### src/sv/uvs_pkg.sv
// ----------------------------------------------------------------------------
// uvs_pkg
// Shared types and constants for the unique value set with running sum.
// ----------------------------------------------------------------------------
package uvs_pkg;

  localparam int CAPACITY_DEF   = 16;
  localparam int VALUE_BITS_DEF = 32;
  localparam int SUM_W          = 37;

  // opcode field codes
  localparam logic [1:0] OP_INSERT = 2'd0;
  localparam logic [1:0] OP_REMOVE = 2'd1;
  localparam logic [1:0] OP_LOOKUP = 2'd2;

  // status field codes
  localparam logic [1:0] ST_DONE      = 2'd0;
  localparam logic [1:0] ST_DUP       = 2'd1;
  localparam logic [1:0] ST_NOT_FOUND = 2'd2;
  localparam logic [1:0] ST_FULL      = 2'd3;

  typedef enum logic [1:0] {
    K_INSERT,
    K_REMOVE,
    K_LOOKUP
  } op_kind_t;

  typedef enum logic [1:0] {
    S_IDLE,
    S_CMP,
    S_EXEC
  } state_t;

  typedef struct packed {
    logic [1:0]         opcode;
    logic signed [31:0] operand_value;
  } item_t;

  typedef struct packed {
    logic               found;
    logic [3:0]         match_index;
    logic [1:0]         status;
    logic [4:0]         entry_count;
    logic signed [35:0] total_sum;
  } result_t;

endpackage

### src/sv/uvs_front.sv
// ----------------------------------------------------------------------------
// uvs_front
// Accepts items, classifies the opcode, sign-extends or narrows the value to
// VALUE_BITS and holds them in a two-entry queue for the set engine.
// ----------------------------------------------------------------------------
module uvs_front #(
  parameter int VALUE_BITS = uvs_pkg::VALUE_BITS_DEF
) (
  input  logic                    clk,
  input  logic                    rst,
  input  logic                    item_valid,
  output logic                    item_ready,
  input  uvs_pkg::item_t          item,
  output logic                    q_valid,
  input  logic                    q_ready,
  output uvs_pkg::op_kind_t       q_kind,
  output logic [VALUE_BITS-1:0]   q_value
);
  import uvs_pkg::*;

  op_kind_t              kind_q  [2];
  logic [VALUE_BITS-1:0] value_q [2];
  logic                  wr_ptr;
  logic                  rd_ptr;
  logic [1:0]            fill;

  op_kind_t              kind_in;
  logic [VALUE_BITS+31:0] value_wide;
  logic                  push;
  logic                  pop;

  always_comb begin
    unique case (item.opcode)
      OP_INSERT: kind_in = K_INSERT;
      OP_REMOVE: kind_in = K_REMOVE;
      default:   kind_in = K_LOOKUP;
    endcase
  end

  assign value_wide = {{VALUE_BITS{item.operand_value[31]}}, item.operand_value};

  assign item_ready = (fill != 2'd2);
  assign push       = item_valid && item_ready;
  assign q_valid    = (fill != 2'd0);
  assign pop        = q_valid && q_ready;
  assign q_kind     = kind_q[rd_ptr];
  assign q_value    = value_q[rd_ptr];

  always_ff @(posedge clk) begin
    if (rst) begin
      wr_ptr <= 1'b0;
      rd_ptr <= 1'b0;
      fill   <= 2'd0;
    end else begin
      if (push) begin
        wr_ptr <= ~wr_ptr;
      end
      if (pop) begin
        rd_ptr <= ~rd_ptr;
      end
      if (push && !pop) begin
        fill <= fill + 2'd1;
      end else if (pop && !push) begin
        fill <= fill - 2'd1;
      end
    end
  end

  always_ff @(posedge clk) begin
    if (push) begin
      kind_q[wr_ptr]  <= kind_in;
      value_q[wr_ptr] <= value_wide[VALUE_BITS-1:0];
    end
  end

endmodule

### src/sv/uvs_back.sv
// ----------------------------------------------------------------------------
// uvs_back
// Set engine: parallel compare against the stored entries, then insert,
// remove with gap closing, or look up, and load the result register.
// ----------------------------------------------------------------------------
module uvs_back #(
  parameter int CAPACITY   = uvs_pkg::CAPACITY_DEF,
  parameter int VALUE_BITS = uvs_pkg::VALUE_BITS_DEF
) (
  input  logic                  clk,
  input  logic                  rst,
  input  logic                  q_valid,
  output logic                  q_ready,
  input  uvs_pkg::op_kind_t     q_kind,
  input  logic [VALUE_BITS-1:0] q_value,
  output logic                  result_valid,
  input  logic                  result_ready,
  output uvs_pkg::result_t      result
);
  import uvs_pkg::*;

  localparam int IDX_W = (CAPACITY > 1) ? $clog2(CAPACITY) : 1;
  localparam int CNT_W = $clog2(CAPACITY + 1);

  state_t                state;
  state_t                state_next;
  op_kind_t              kind_r;
  logic [VALUE_BITS-1:0] value_r;
  logic [CAPACITY-1:0]   match;
  logic [VALUE_BITS-1:0] entries [CAPACITY];
  logic [CNT_W-1:0]      count;
  logic [CNT_W-1:0]      count_next;
  logic [SUM_W-1:0]      sum;
  logic [SUM_W-1:0]      sum_next;
  result_t               result_next;

  logic                  load;
  logic                  fire;
  logic                  found;
  logic [IDX_W-1:0]      pos;
  logic                  ins_we;
  logic                  rem_we;
  logic [1:0]            status;
  logic [VALUE_BITS+SUM_W-1:0] value_wide;
  logic [SUM_W-1:0]      value_sum;
  logic [IDX_W+3:0]      pos_ext;
  logic [CNT_W+4:0]      count_ext;

  assign value_wide = {{SUM_W{value_r[VALUE_BITS-1]}}, value_r};
  assign value_sum  = value_wide[SUM_W-1:0];

  // entries are distinct, so at most one match bit is set
  always_comb begin
    found = |match;
    pos   = '0;
    for (int i = 0; i < CAPACITY; i++) begin
      if (match[i]) begin
        pos = pos | IDX_W'(i);
      end
    end
  end

  always_comb begin
    state_next  = state;
    q_ready     = 1'b0;
    load        = 1'b0;
    fire        = 1'b0;
    ins_we      = 1'b0;
    rem_we      = 1'b0;
    count_next  = count;
    sum_next    = sum;
    status      = ST_DONE;
    unique case (state)
      S_IDLE: begin
        q_ready = 1'b1;
        if (q_valid) begin
          load       = 1'b1;
          state_next = S_CMP;
        end
      end
      S_CMP: begin
        state_next = S_EXEC;
      end
      S_EXEC: begin
        if (!result_valid || result_ready) begin
          fire       = 1'b1;
          state_next = S_IDLE;
        end
      end
      default: begin
        state_next = S_IDLE;
      end
    endcase

    unique case (kind_r)
      K_INSERT: begin
        if (found) begin
          status = ST_DUP;
        end else if (count == CNT_W'(CAPACITY)) begin
          status = ST_FULL;
        end else begin
          ins_we     = fire;
          count_next = count + CNT_W'(1);
          sum_next   = sum + value_sum;
        end
      end
      K_REMOVE: begin
        if (found) begin
          rem_we     = fire;
          count_next = count - CNT_W'(1);
          sum_next   = sum - value_sum;
        end else begin
          status = ST_NOT_FOUND;
        end
      end
      default: begin
        status = found ? ST_DONE : ST_NOT_FOUND;
      end
    endcase

    pos_ext                 = {4'b0, pos};
    count_ext               = {5'b0, count_next};
    result_next.found       = found;
    result_next.match_index = pos_ext[3:0];
    result_next.status      = status;
    result_next.entry_count = count_ext[4:0];
    result_next.total_sum   = sum_next[35:0];
  end

  always_ff @(posedge clk) begin
    if (rst) begin
      state        <= S_IDLE;
      count        <= '0;
      sum          <= '0;
      result_valid <= 1'b0;
    end else begin
      state <= state_next;
      if (fire) begin
        count        <= count_next;
        sum          <= sum_next;
        result_valid <= 1'b1;
      end else if (result_ready) begin
        result_valid <= 1'b0;
      end
    end
  end

  always_ff @(posedge clk) begin
    if (load) begin
      kind_r  <= q_kind;
      value_r <= q_value;
    end
    if (fire) begin
      result <= result_next;
    end
    for (int i = 0; i < CAPACITY; i++) begin
      match[i] <= (CNT_W'(i) < count) && (entries[i] == value_r);
    end
  end

  for (genvar gi = 0; gi < CAPACITY; gi++) begin : g_entry
    if (gi < CAPACITY - 1) begin : g_shift
      always_ff @(posedge clk) begin
        if (ins_we && (count == CNT_W'(gi))) begin
          entries[gi] <= value_r;
        end else if (rem_we && (IDX_W'(gi) >= pos)) begin
          entries[gi] <= entries[gi+1];
        end
      end
    end else begin : g_last
      always_ff @(posedge clk) begin
        if (ins_we && (count == CNT_W'(gi))) begin
          entries[gi] <= value_r;
        end
      end
    end
  end

endmodule

### src/sv/unique_value_set_with_sum.sv
// ----------------------------------------------------------------------------
// unique_value_set_with_sum
// Ordered set of distinct signed values with count and running sum.
// ----------------------------------------------------------------------------
// an item passes the front queue, then the engine idle (load), compare and
//   execute states; execute stalls until any earlier result is taken, and the
//   engine takes no new item until done with the last; the queue holds two ahead
// reset: clears queue, count, sum and result valid; entries are not cleared
module unique_value_set_with_sum #(
  parameter int CAPACITY   = uvs_pkg::CAPACITY_DEF,
  parameter int VALUE_BITS = uvs_pkg::VALUE_BITS_DEF
) (
  input  logic             clk,
  input  logic             rst,
  input  logic             item_valid,
  output logic             item_ready,
  input  uvs_pkg::item_t   item,
  output logic             result_valid,
  input  logic             result_ready,
  output uvs_pkg::result_t result
);
  import uvs_pkg::*;

  logic                  q_valid;
  logic                  q_ready;
  op_kind_t              q_kind;
  logic [VALUE_BITS-1:0] q_value;

  uvs_front #(
    .VALUE_BITS(VALUE_BITS)
  ) u_front (
    .clk        (clk),
    .rst        (rst),
    .item_valid (item_valid),
    .item_ready (item_ready),
    .item       (item),
    .q_valid    (q_valid),
    .q_ready    (q_ready),
    .q_kind     (q_kind),
    .q_value    (q_value)
  );

  uvs_back #(
    .CAPACITY   (CAPACITY),
    .VALUE_BITS (VALUE_BITS)
  ) u_back (
    .clk          (clk),
    .rst          (rst),
    .q_valid      (q_valid),
    .q_ready      (q_ready),
    .q_kind       (q_kind),
    .q_value      (q_value),
    .result_valid (result_valid),
    .result_ready (result_ready),
    .result       (result)
  );

endmodule

### config.mk
export PLATFORM = sky130hd
export DESIGN_NAME = unique_value_set_with_sum
export DESIGN_NICKNAME = d
export VERILOG_FILES = /design/src/sv/uvs_pkg.sv /design/src/sv/uvs_front.sv /design/src/sv/uvs_back.sv /design/src/sv/unique_value_set_with_sum.sv
export SDC_FILE = /design/constraint.sdc
export NUM_CORES = 2
export LEC_CHECK = 0
export ABC_AREA = 0
export BUFFER_PORTS_ARGS = -buffer_cell sky130_fd_sc_hd__clkbuf_2
export CAP_MARGIN = 20
export CORE_AREA = 8 8 323 325
export CTS_CLUSTER_SIZE = 25
export DETAILED_ROUTE_END_ITERATION = 8
export DIE_AREA = 0 0 331 333
export GPL_TIMING_DRIVEN = 1
export PLACE_DENSITY_LB_ADDON = 0.15
export REMOVE_ABC_BUFFERS = 1
export SLEW_MARGIN = 20
export SYNTH_ARGS = -nofsm -noshare
export SYNTH_HDL_FRONTEND = slang
export SYNTH_SLANG_ARGS = --single-unit
### constraint.sdc
create_clock -name clk -period 7.2 [get_ports clk]
set_clock_uncertainty 0.05 [all_clocks]
set_input_delay 1.08 -clock clk [delete_from_list [all_inputs] [get_ports clk]]
set_output_delay 1.08 -clock clk [all_outputs]
set_load 0.05 [all_outputs]
==> out/results.ini <==
[worst_setup_path]
cp-endpoint = u_back.entries[1][205]$_DFFE_PP_
reg2reg_slack_ns = 2.71
setup.worst_path.end_class = register
cp.required_ns = 7.50
crit_start = u_back.match[15]$_DFF_P_
critPathKind = reg2reg
arrival_ns = 4.79
critPathLaunchType = register
path_max_fanout = 64
rr_endpoint = u_back.entries[1][205]$_DFFE_PP_
r2r_cells = 12
timing.rr.start = u_back.match[15]$_DFF_P_

[global_routing]
first_global_vias = 26900
grt_max_degree = 68
grt_first_pass_wirelength_mm = 194
grt.overflow.total = 0
grt_use_total = 0.240
antenna_found_initial = 10

[cts]
clock_latency_ns = 0.67
clk_pin_slew_ns = 0.07
postCtsSetupBuffers = 0
root_buffer = clkbuf_16
cts_sinks = 726
htree_levels = 3
postCtsHoldBufs = 0
clockBufferDepth = 3
cts_tree = yes
cts_made_buffers = 82
cts_resized = 0

[route]
vias_per_cell = 5.83
drtIter0Drc = 2983
routed.top_layer = met5
wl_met1_mm = 58.8
drt_wl_total_mm = 136
dr.pass1.iters = 7
wl_per_cell_um = 28.8
dr_wl_met2_mm = 61.3
num_vias = 27500
wl_met3_mm = 10.2
post-route-drc-count = 0
ant_nets = 0

[pwr]
pwr-share-comb = 0.424
p_int_mw = 10.2
power_frac_seq = 0.324
vdd_ir_drop_max_mv = 0.230
p_clk_frac = 0.252
p_sw_mw = 6.92
sw_frac_of_total = 0.405
powerDensity_mw_per_mm2 = 389
p_leak_nw = 15.1

[logic_synthesis]
ys_warn_count = 0
postSynthAreaPerCell_um2 = 11.9
synth_cell_types = 95
ys_async_sr_fraction = 0
yosys.area.top_type = edfxtp_1
synth_edf_count = 662
ys_seq_elements = 726
synthCells = 3317
yosys-top-cells-count = 662 x edfxtp_1, 309 x xor2_1, 294 x nand2_1, 270 x mux2_2, 249 x o21ai_0
synth_top_flop_cell = edfxtp_1
yosysTopAreaCellShare = 0.506
ys_top_cells_by_area = edfxtp_1 51%, mux2_2 7.7%, xor2_1 6.9%
yosysSeqAreaShare = 0.538
netlist_area_mm2 = 0.0393
synth.most_common_cell = edfxtp_1

[final_layout]
synthToLayoutAreaGrowth_pct = 11.6
final_net_count = 3471
design_area_mm2 = 0.0439
drive_gt1_frac = 0.185
fin_util = 0.442

[timing]
layout_min_cycle_time_ns = 4.49
setup_slack_ns = 2.71
hold_viol = 0
drv_slew = 0
fin_setup_tns_ns = 0
finalSetupViolations = 0
relSlewSlack = 0.362
hold_slack_ns = 0.451
worst_pin_slew_ns = 0.949
fmax_mhz = 223
period_share = 0.624
rsz0062_at_grt = false

[status]
status = completed

[floorplanning]
io_pins = 88
dieHeight_um = 333
start_util = 0.396
fp.coreArea_mm2 = 0.0993
num_rows = 116
die_area_mm2 = 0.110
die_x_um = 331

[placement]
place.gp.congestion = 0.951
numPortBuffers = 87
dp_hpwl_mm = 92.9
dpl_cell_area_mm2 = 0.0412
pre_cts_ws_ns = 2.64

[hold_path]
hold_path_class = reg2reg

[run]
cap_violations = 0

==> how the worst min path moves through the flow <==
stage                                    start                    endpoint  slack, ns  cells past startpoint
finish              u_back.sum[4]$_SDFFE_PP0P_  u_back.sum[4]$_SDFFE_PP0P_       0.45                      2
global placement    u_back.sum[0]$_SDFFE_PP0P_  u_back.sum[0]$_SDFFE_PP0P_       0.43                      2
global route        u_back.sum[5]$_SDFFE_PP0P_  u_back.sum[5]$_SDFFE_PP0P_       0.47                      2
floorplan           u_back.sum[0]$_SDFFE_PP0P_  u_back.sum[0]$_SDFFE_PP0P_       0.41                      2
detailed placement  u_back.sum[4]$_SDFFE_PP0P_  u_back.sum[4]$_SDFFE_PP0P_       0.44                      2
CTS                 u_back.sum[4]$_SDFFE_PP0P_  u_back.sum[4]$_SDFFE_PP0P_       0.45                      2
==> cell type report <==
type / instances / area (um2)
clock inverters: 43 / 509
diodes: 2 / 5.00
clock buffers: 106 / 2190
multi-input cells: 2276 / 16900
flip-flops and latches: 726 / 21200
well taps: 1298 / 1620
inverters: 79 / 299
repair buffers: 190 / 1210
fillers: 9173 / 55400
==> power by group through the flow <==
stage	Clock, mW	Sequential, mW	Combinational [mW]
after floorplan	0	6.32	3.48
after global placement	0	5.61	7.09
after detailed placement	0	5.62	7.10
after CTS	4.36	5.54	7.16
after global routing	4.52	5.56	7.61
final	4.30	5.54	7.25
==> registers in the layout, summed over array words and instances, names as in the netlist <==
name / flops
u_back.count: 5
u_back.entries: 512
u_back.kind_r: 2
u_back.match: 16
u_back.result: 48
u_back.result_valid: 1
u_back.state: 2
u_back.sum: 36
u_back.value_r: 32
u_front.fill: 2
u_front.kind_q: 4
u_front.rd_ptr: 1
u_front.value_q: 64
u_front.wr_ptr: 1
==> metal layers <==
layer | track usage | vias to the layer above
met5 | 0 | -
met4 | 0.0904 | 2
met3 | 0.0452 | 255
met2 | 0.373 | 1156
met1 | 0.332 | 13900
li1 | - | 12200
==> stage by stage <==
stage / power (mW) / std cells
after floorplan: 9.80 / 3081
after global routing: 17.7 / 4718
after CTS: 17.1 / 4718
after detailed placement: 12.7 / 4569
after global placement: 12.7 / 4569
final: 17.1 / 4720
==> critical path, cell delays in order (launching register included) <==
cell	delay [ns]
dfxtp_1	0.33
nor4_1	0.36
and2_1	0.48
and3_4	0.32
inv_2	0.13
and2_4	0.22
nand2_4	0.45
nor2_4	0.16
o21ai_4	0.09
buf_4	0.42
o21ai_4	0.09
buf_4	0.32
o21ai_0	0.71
==> layout by cell type, fill, tap and decap left out, types with 17 or more instances in the layout <==
master     instances
a21o_1            24
a21oi_1           95
a31oi_1           17
buf_4            103
clkbuf_1          21
clkbuf_16         84
clkbuf_2          87
dfxtp_1           64
edfxtp_1         662
ha_1              76
inv_1             76
mux2_1            58
mux2_2           270
nand2_1          293
nand2b_1          17
nand3_1           34
nand4_1           75
nor2_1           102
nor3_1            32
nor4_1           104
o21ai_0          247
o21bai_1          19
xnor2_1          224
xor2_1           309
==> cell families after synthesis <==
kind of cell | synth area share
buffers and inverters | 0.0342
XOR/XNOR | 0.119
AO/OA/AOI/OAI | 0.0955
multiplexers | 0.0955
flip-flops | 0.538
adder cells (fa/ha/maj) | 0.0252
AND/OR/NAND/NOR | 0.0929
Power figures use the tool's default switching activity.
